===== src/sv/hufd_ram.sv =====
// ----------------------------------------------------------------------------
// hufd_ram
// Generic simple dual-port RAM with one write port and a registered read port.
// ----------------------------------------------------------------------------
`default_nettype none

module hufd_ram #(
  parameter int WIDTH = 8,
  parameter int DEPTH = 256
) (
  input  wire logic                     clk,
  input  wire logic                     we,
  input  wire logic [$clog2(DEPTH)-1:0] waddr,
  input  wire logic [WIDTH-1:0]         wdata,
  input  wire logic [$clog2(DEPTH)-1:0] raddr,
  output logic      [WIDTH-1:0]         rdata
);

  logic [WIDTH-1:0] mem [DEPTH];

  always_ff @(posedge clk) begin
    if (we) begin
      mem[waddr] <= wdata;
    end
    rdata <= mem[raddr];
  end

endmodule

`default_nettype wire


===== config.mk =====
export PLATFORM = sky130hd
export DESIGN_NAME = hufd_ram
export DESIGN_NICKNAME = d
export VERILOG_FILES = /design/src/sv/hufd_ram.sv
export SDC_FILE = /design/constraint.sdc
export NUM_CORES = 2
export LEC_CHECK = 0
export BUFFER_PORTS_ARGS = -buffer_cell sky130_fd_sc_hd__buf_2
export CORE_MARGIN = 1
export CORE_UTILIZATION = 55
export DETAILED_ROUTE_END_ITERATION = 10
export PLACE_DENSITY = 0.73
export REMOVE_ABC_BUFFERS = 1
export SYNTH_ARGS = -nofsm -noshare
export SYNTH_HDL_FRONTEND = slang
export SYNTH_SLANG_ARGS = --single-unit
export TNS_END_PERCENT = 30

===== constraint.sdc =====
create_clock -name clk -period 2.1 [get_ports clk]
set_input_delay 0.315 -clock clk [delete_from_list [all_inputs] [get_ports clk]]
set_output_delay 0.315 -clock clk [all_outputs]
set_load 0.05 [all_outputs]

==> results.md <==
- Layout cells sized above 1: 0.335
- Maximum vdd ir drop: 0.00107 V
- Synth cell types: 55
- Largest net degree at the start of global routing: just under 90
- CTS tree: built
- Post-Synthesis Cells: 3,733
- Drt drc: 0
- Worst setup margin: -0.194 ns
- Die X: 382 um
- Register Area: about 0.062 sq mm
- Critical path capture point type: flop
- Worst-Skew Late Latency: 0.86 ns
- Setup crit start: mem[131][0]
- Iter 0 DRT Violations: approximately 5,600
- Number of synthesized flops with an enable pin: between 2,000 and 2,500
- Area delta synth->final: 18.2%
- Critical path arrival: roughly 3.0 ns
- WL final: between 200,000 and 250,000 um
- Pwr dens: 898 mW/mm^2
- Global placer's final weighted congestion: roughly 0.90
- Initial antenna violation count: 12
- Synthesized area per cell: around 21 sq um
- GRT overflow: 0
- Layout fillers: 8,941
- Die height: 382 um
- Clock-pin slew on the worst setup and hold paths: 0.06 ns
- Number of max-cap violations: 0
- Gr busiest metal: met2
- Num CTS Buffers: 194
- Core Rows: between 100 and 150
- Clock sink total: 2,056
- Number of buffers added on ports: 33
- Hold slack: 0.0171 ns
- Antenna violation net count after detailed routing: 0
- Routing usage on met3: 0.0581
- Initial Util: 0.554
- Sequential-to-total area share from yosys stat: 0.775
- Vias in the first global route: 42,200
- Core Area: 0.143 sq mm
- Routed length per instance: 30.8 um
- Critical path type: reg2reg
- Via count of the routed design: 41,800
- Ys async rst share: 0
- Top Ports: 34
- Post-synth top flop: edfxtp_1
- Drt via density: approximately 6.4
- Critical path peak fanout: 1
- Setup TNS: -1.04 ns
- Flops & latches, synth: approximately 2,100
- Root Buffer: clkbuf_16
- Grt met2 use: 0.441
- Crit start category: flop
- Cells after DPL: between 6,000 and 7,000
- Critical Path RT: 2.81 ns
- Fin crit share: 1.09
- DP HPWL: 126,000 um
- Min Clock Period, post-route: 2.29 ns
- GR Util met1: 0.379
- Clock Skews: just under 0.06 ns
- LEAKAGE: slightly above 30 nW
- Final Max Tran Viols: 0
- Ys Warns: 0
- Hold/Removal Path Class: in2reg
- RR Startpoint: mem[131][0]
- Final hold violation count: 0
- All-Layer GR Usage: 0.277
- Layout Cells excl Fill: 6,511
- Multi-input logic area: 0.0169 sq mm
- Status: complete, but fails checks
- Drt first pass iters: 6
- Global-route wire length before repair: about 290,000 um
- Mapped Area: 0.0796 sq mm
- CTS max path bufs: 3
- RSZ-0062 raised after global routing: true
- Fmax achieved: 0.436 GHz
- Nets: 4,484
- Slew headroom: 0.479
- H-tree levels: 4
- Failing checks: setup timing
- Final setup violation count: 8
- Die Area: between 0.1 and 0.15 sq mm
- Hold Path Origin: wdata[0]
- Worst-margin pin slew: 0.782 ns
## per-stage QoR
stage               power [mW]  utilization  cell area, sq um  setup slack (ns)
detailed placement        51.0        0.609             87400             -1.24
global placement          50.9        0.609             87400             -1.23
global route              86.5        0.655             94000            -0.180
floorplan                 47.8            -             78100            -0.623
CTS                       84.7        0.654             93800            -0.214
finish                    84.5        0.656             94100            -0.194
## final timing paths
check | cells past startpoint | slack [ns] | endpoint
worst max-delay path | 7 | -0.19 | rdata[0]
worst min-delay path | 1 | 0.02 | mem[69][0]
worst max register to register | 7 | -0.19 | rdata[0]
worst min register to register | 6 | 1.00 | rdata[5]
## cells by family (layout without fill, tap and decap cells)
logic type,count (synthesis),after routing,share of synthesized area
compound gates,385,385,0.0342
buf+inv,235,1105,0.0183
flops,2056,2056,0.775
mux,591,591,0.146
other cells,0,5,0
simple gates,466,466,0.0263
## cells in the mapped netlist (16+ instances only)
cell,number,area [sq um]
mux2i_1,134,1340
buf_6,21,236
a21oi_1,96,480
clkbuf_1,111,417
buf_2,31,155
buf_4,27,203
nor3_1,22,110
mux4_2,454,10200
edfxtp_1,2048,61500
nor2_1,282,1060
a22oi_1,133,998
nor4_1,24,150
nand2_1,33,124
buf_1,22,82.6
nand3_1,34,170
a211oi_1,16,120
nor2b_1,31,194
o221ai_1,46,403
o22ai_1,28,175
## power by group
| group | leakage [nW] | internal, mW | switching (mW) |
|---|---|---|---|
| Clock | 3.00 | 19.3 | 14.9 |
| Sequential | 18.5 | 45.2 | 0.0763 |
| Combinational | 9.21 | 2.00 | 2.98 |
## final cells by class
cell class | instances | share of cell area
repair buffers | 762 | 0.0740
diodes | 5 | 0.000133
clock buffers | 240 | 0.0542
multi-input cells | 1442 | 0.179
flip-flops and latches | 2056 | 0.656
clock inverters | 101 | 0.0113
well taps | 1903 | 0.0253
inverters | 2 | 0.0000798
## state kept, by name, summed over array words and instances, names as in the netlist
register and flops:
mem 2048, rdata 8
## layout by cell type (no fill, tap or decap), types with 5 or more instances in the layout
cell type  instances
nand4_1           10
nor4_2            12
buf_4            629
edfxtp_1        2048
and2_1             6
nor4_1            10
nor2b_1           23
nor2_4             5
dfxtp_1            7
o22a_1             5
nand2b_1           8
nor2_1           276
mux4_2           454
a22oi_1          130
nand3_1           34
inv_6              6
clkbuf_8          10
clkbuf_1          41
diode_2            5
bufinv_16         17
nor3_1            14
buf_2             21
o211ai_1          10
buf_12            93
a22o_1             8
clkinv_1          40
nor4_4             5
a211oi_1          12
o221ai_1          45
o22ai_1           28
clkinv_2          25
mux2i_1          134
a221oi_1           9
nand2_1           33
nor2b_4            7
clkbuf_16        197
a21oi_1           95
o21ai_0            8
## routing by layer
metal  part of all wire  vias to the layer above
met5            0.00022                        -
met1               0.37                    21800
met4              0.041                        8
met3               0.10                      413
li1                   -                    17200
met2               0.49                     2473
## worst max-delay path, cell delays in order, from the launching register on
cell	delay, ns
edfxtp_1	0.35
mux4_2	0.53
mux4_2	0.53
nor2_4	0.12
a2111oi_4	0.07
nor3_4	0.35
buf_6	0.16
nor4_4	0.03
## repair_timing
action,4_1_cts,5_1_grt
gates resized for setup,32,43
pin swaps,14,27
hold endpoints to repair,88,0
hold buffers,3,0
cloned,0,1
setup endpoints to repair,9,8
buffers inserted,0,0
Note: power is estimated with default switching activity, not from simulation.
