File: config.mk
export PLATFORM = sky130hd
export DESIGN_NAME = hufd_rsp_fifo
export DESIGN_NICKNAME = d
export VERILOG_FILES = /design/src/sv/hufd_pkg.sv /design/src/sv/hufd_rsp_fifo.sv
export SDC_FILE = /design/constraint.sdc
export NUM_CORES = 1
export LEC_CHECK = 0
export BUFFER_PORTS_ARGS = -buffer_cell sky130_fd_sc_hd__buf_2
export CAP_MARGIN = 20
export CORE_ASPECT_RATIO = 0.7
export CORE_MARGIN = 4
export CORE_UTILIZATION = 50
export DETAILED_ROUTE_END_ITERATION = 8
export GPL_ROUTABILITY_DRIVEN = 0
export GPL_TIMING_DRIVEN = 1
export PLACE_DENSITY = 0.74
export SYNTH_ARGS = -nofsm -noshare
export SYNTH_HDL_FRONTEND = slang
export SYNTH_SLANG_ARGS = --single-unit
export TNS_END_PERCENT = 10
File: constraint.sdc
create_clock -name clk -period 1.88 [get_ports clk]
set_clock_uncertainty 0.1 [all_clocks]
set_input_delay 0.094 -clock clk [delete_from_list [all_inputs] [get_ports clk]]
set_output_delay 0.094 -clock clk [all_outputs]
set_load 0.005 [all_outputs]
File: src/sv/hufd_pkg.sv
// ----------------------------------------------------------------------------
// hufd_pkg
// Types, constants and phase codes shared by the Huffman stream decoder.
// ----------------------------------------------------------------------------
`default_nettype none

package hufd_pkg;

  localparam int MAX_NODES_DEF   = 512;
  localparam int STACK_DEPTH_DEF = 256;

  localparam int SYM_W   = 8;
  localparam int COUNT_W = 24;

  localparam int RSP_FIFO_DEPTH = 4;
  localparam int RSP_PTR_W      = 2;
  localparam int RSP_LEVEL_W    = 3;

  localparam logic CMD_START = 1'b0;
  localparam logic CMD_BIT   = 1'b1;

  typedef enum logic [1:0] {
    PH_IDLE   = 2'd0,
    PH_HEADER = 2'd1,
    PH_DECODE = 2'd2,
    PH_HALT   = 2'd3
  } phase_t;

  typedef struct packed {
    logic               command;
    logic               data_bit;
    logic [COUNT_W-1:0] symbol_count;
  } req_t;

  typedef struct packed {
    logic [SYM_W-1:0]   symbol;
    logic [COUNT_W-1:0] repeat_res;
    logic               last;
    logic               error;
  } rsp_t;

endpackage

`default_nettype wire

File: src/sv/hufd_rsp_fifo.sv
// ----------------------------------------------------------------------------
// hufd_rsp_fifo
// Small result queue that decouples the decode pipeline from the output side.
// ----------------------------------------------------------------------------
`default_nettype none

module hufd_rsp_fifo (
  input  wire logic                               clk,
  input  wire logic                               rst,
  input  wire logic                               push,
  input  wire hufd_pkg::rsp_t                     wdata,
  output logic                                    rsp_valid,
  input  wire logic                               rsp_ready,
  output hufd_pkg::rsp_t                          rsp,
  output logic [hufd_pkg::RSP_LEVEL_W-1:0]        level
);

  hufd_pkg::rsp_t                      mem [hufd_pkg::RSP_FIFO_DEPTH];
  logic [hufd_pkg::RSP_PTR_W-1:0]      wr_ptr;
  logic [hufd_pkg::RSP_PTR_W-1:0]      rd_ptr;
  logic                                pop;

  assign rsp_valid = (level != '0);
  assign rsp       = mem[rd_ptr];
  assign pop       = rsp_valid && rsp_ready;

  always_ff @(posedge clk) begin
    if (rst) begin
      wr_ptr <= '0;
      rd_ptr <= '0;
      level  <= '0;
    end else begin
      if (push) begin
        wr_ptr <= wr_ptr + 1'b1;
      end
      if (pop) begin
        rd_ptr <= rd_ptr + 1'b1;
      end
      case ({push, pop})
        2'b10:   level <= level + 1'b1;
        2'b01:   level <= level - 1'b1;
        default: level <= level;
      endcase
    end
  end

  always_ff @(posedge clk) begin
    if (push) begin
      mem[wr_ptr] <= wdata;
    end
  end

endmodule

`default_nettype wire

==> metrics.txt <==
I/O pins=76; final worst setup slack=0.00684 ns; worst-path maximum fanout=10; die width=132 um; drt drc=0; Die ar.=12500 sq um; run status=finished clean; Hold EP=rd_ptr[1]$_SDFFE_PP0P_; Wirelength per Cell=18.7 um; Leakage Power=0.00245 uW; GR Util All Layers=16.2%; reg-to-reg slack, setup=0.007 ns; largest net degree at the start of global routing=35; main flop type after synthesis=edfxtp_1; register bit total from synthesis=145; Power per Cell Area=1270 nW/um^2; Cell variety after synth=21; critical path class=register to primary output; synthesized-area fraction occupied by xor and xnor cells=0.811%; post-route ant nets=0; worst reg2reg path endpoint=level[2]$_SDFFE_PP0P_; post-synthesis simple-gate area fraction=1.25%; Initial DRC Count=191; Via density=5.12; hold depth=4; Slew headroom=64.7%; share of cells above drive strength 1=43.1%; Slowest Stage Delay on Critical Path=0.53 ns; critical path's slowest cell=mux4_2; largest area contributor in the netlist=edfxtp_1; Setup Slack @ Placement=-0.0379 ns; CP Capture Type=primary output; Row Count=31; largest family of logic cells by synthesized area=multiplexers; total of max-cap violations=0; Synth Cell Area=5400 sq um; Placed Area=5960 sq um; synth top area cells=edfxtp_1, mux4_2, dfxtp_1; DIE HEIGHT=94.9 um; Min Hold Slack=0.0456 ns; CTS tree=done; Worst Setup Start Kind=register; clock root buffer=clkbuf_16; Peak VDD IR=1090 uV; Syn Area/Cell=24.0 sq um; unrepaired setup endpoints after global routing=yes; minimum clock period after layout=1.87 ns; CTS sink count=145; post-synthesis mux area share=14.6%; number of buffers added on ports=75; initial antenna violation count=0; top cell type's share of synthesized area=75.7%; sequential area share after synthesis=79.0%; post-route cell area=7000 sq um; vias in the first global route=2813; period utilization=99.6%; ant diodes=0; initial cell density of the core=51.7%; Worst path top cell family by delay=multiplexers; worst r2r path cells=7; reg-to-reg critical path startpoint=level[2]$_SDFFE_PP0P_; grt total ovfl=0; Post-Synth Adder-Cell Area=1.53%; hold crit path type=primary input to register; DRT Pass-1 Iters=4; Nets=402; Post-synth EDFFs=136; Slew Viols, Final=0; Final Hold Vio Count=0; via count of the routed design=2574; synth cell count leaders=edfxtp_1, mux4_2, dfxtp_1; CP Data Arrival Time=1.68 ns; Hold Crit Start=rsp_ready; Power, Total=8910 uW; Post-Synthesis Net Count=269; Crit path buffers/inverters=2; Slew @ Worst Pin=0.529 ns; area fraction in compound gates after synthesis=0.603%; Crit path required time=1.69 ns; critical path, cell by cell=buf_12, mux4_2, buf_2; cell count after synthesis=225; global-route wire length before repair=14800 um; Layout area overhead=29.7%; Core ar.=10400 sq um; final setup vio count=0; Clock Tree Buf Depth=2; Routed WL=9420 um; top-count cell post-synth=edfxtp_1; asr flop ratio synth=0%; Peak Freq=534 MHz; post-detail-place hpwl=5540 um; clk slew on worst S/H paths=0.06 ns; H-tree Lvls=4; CTS Buf Count=17; synth warn=0; Worst-Skew Late Latency=0.41 ns
[flip-flops by register name, summed over array words and instances (netlist names), named ones only]
| signal | cells |
|---|---|
| wr_ptr | 2 |
| rd_ptr | 2 |
| mem | 136 |
| level | 3 |
[worst max-delay path by stage]
stage | startpoint | to | slack, ns | cells past startpoint
finish | register | rsp[23] | 0.007 | 3
global route | register | rsp[2] | -0.06 | 3
CTS | register | rsp[23] | -0.02 | 3
detailed placement | level[2]$_SDFFE_PP0P_ | level[2]$_SDFFE_PP0P_ | -0.04 | 7
global placement | level[2]$_SDFFE_PP0P_ | level[2]$_SDFFE_PP0P_ | 0.04 | 7
floorplan | level[2]$_SDFFE_PP0P_ | level[2]$_SDFFE_PP0P_ | 0.003 | 7
[layout make-up]
type                    count  area (sq um)
multi-input cells          65          1020
repair buffers            123           911
well taps                 132           165
fillers                   672          3430
clock buffers              17           425
clock inverters            15           190
flip-flops and latches    145          4270
inverters                   6          22.5
[per-stage QoR]
| stage | cells | TNS, ns | util (%) |
|---|---|---|---|
| 2_1_floorplan | 225 | 0 | - |
| 3_3_place_gp | 432 | 0 | 57.1 |
| 3_5_place_dp | 432 | -0.0379 | 57.1 |
| 4_1_cts | 501 | -0.0322 | 66.5 |
| 5_1_grt | 503 | -1.42 | 67.1 |
| 6_report | 503 | 0 | 67.1 |
[routing by layer]
metal  track usage, %  up-vias  wire [um]
li1                 -     1200          -
met1             21.4     1293       4270
met2             25.1       77       4630
met4             5.02        0         31
met3             6.50        4        496
met5                0        -          0
[timing repair]
action,in CTS,in global routing
gates cloned,0,2
pin swaps,2,1
hold buffers,36,0
setup endpoints to repair,43,100
gates resized for setup,8,4
setup buffers,1,0
endpoints found under the hold margin,145,0
[cell usage in the layout (no fill, tap or decap), drive strengths merged, types with 3 or more instances in the layout]
master and count:
and2 4, buf 85, bufinv 4, clkbuf 19, clkinv 6, clkinvlp 4, dfxtp 9, dlygate4sd3 36
edfxtp 136, ha 5, inv 7, mux4 34, nor2 8, xor2 3
[worst reg2reg max path, cell delays in order (launching register included)]
cell and delay (ns):
dfxtp_1 0.32, o31a_1 0.19, ha_2 0.19, inv_1 0.06, fa_2 0.34, xor2_1 0.15
or3_1 0.31, a21oi_1 0.14
[where the power goes]
part           internal, uW  switching (uW)  total (uW)  leakage, uW
Combinational           942             686        1630     0.000837
Clock                  2210            1240        3450     0.000290
Sequential             3740            91.6        3830      0.00132
Total                  6890            2020        8910      0.00245
[logic make-up (layout without fill, tap and decap cells)]
group	Yosys count	after routing
AOI/OAI and AO/OA	5	5
xor gates and xnor gates	5	5
adders and majority gates	6	6
buffers and inverters	15	161
DFF	145	145
muxes	35	35
and+or+nand+nor	14	14
Note: power is estimated with default switching activity, not from simulation.
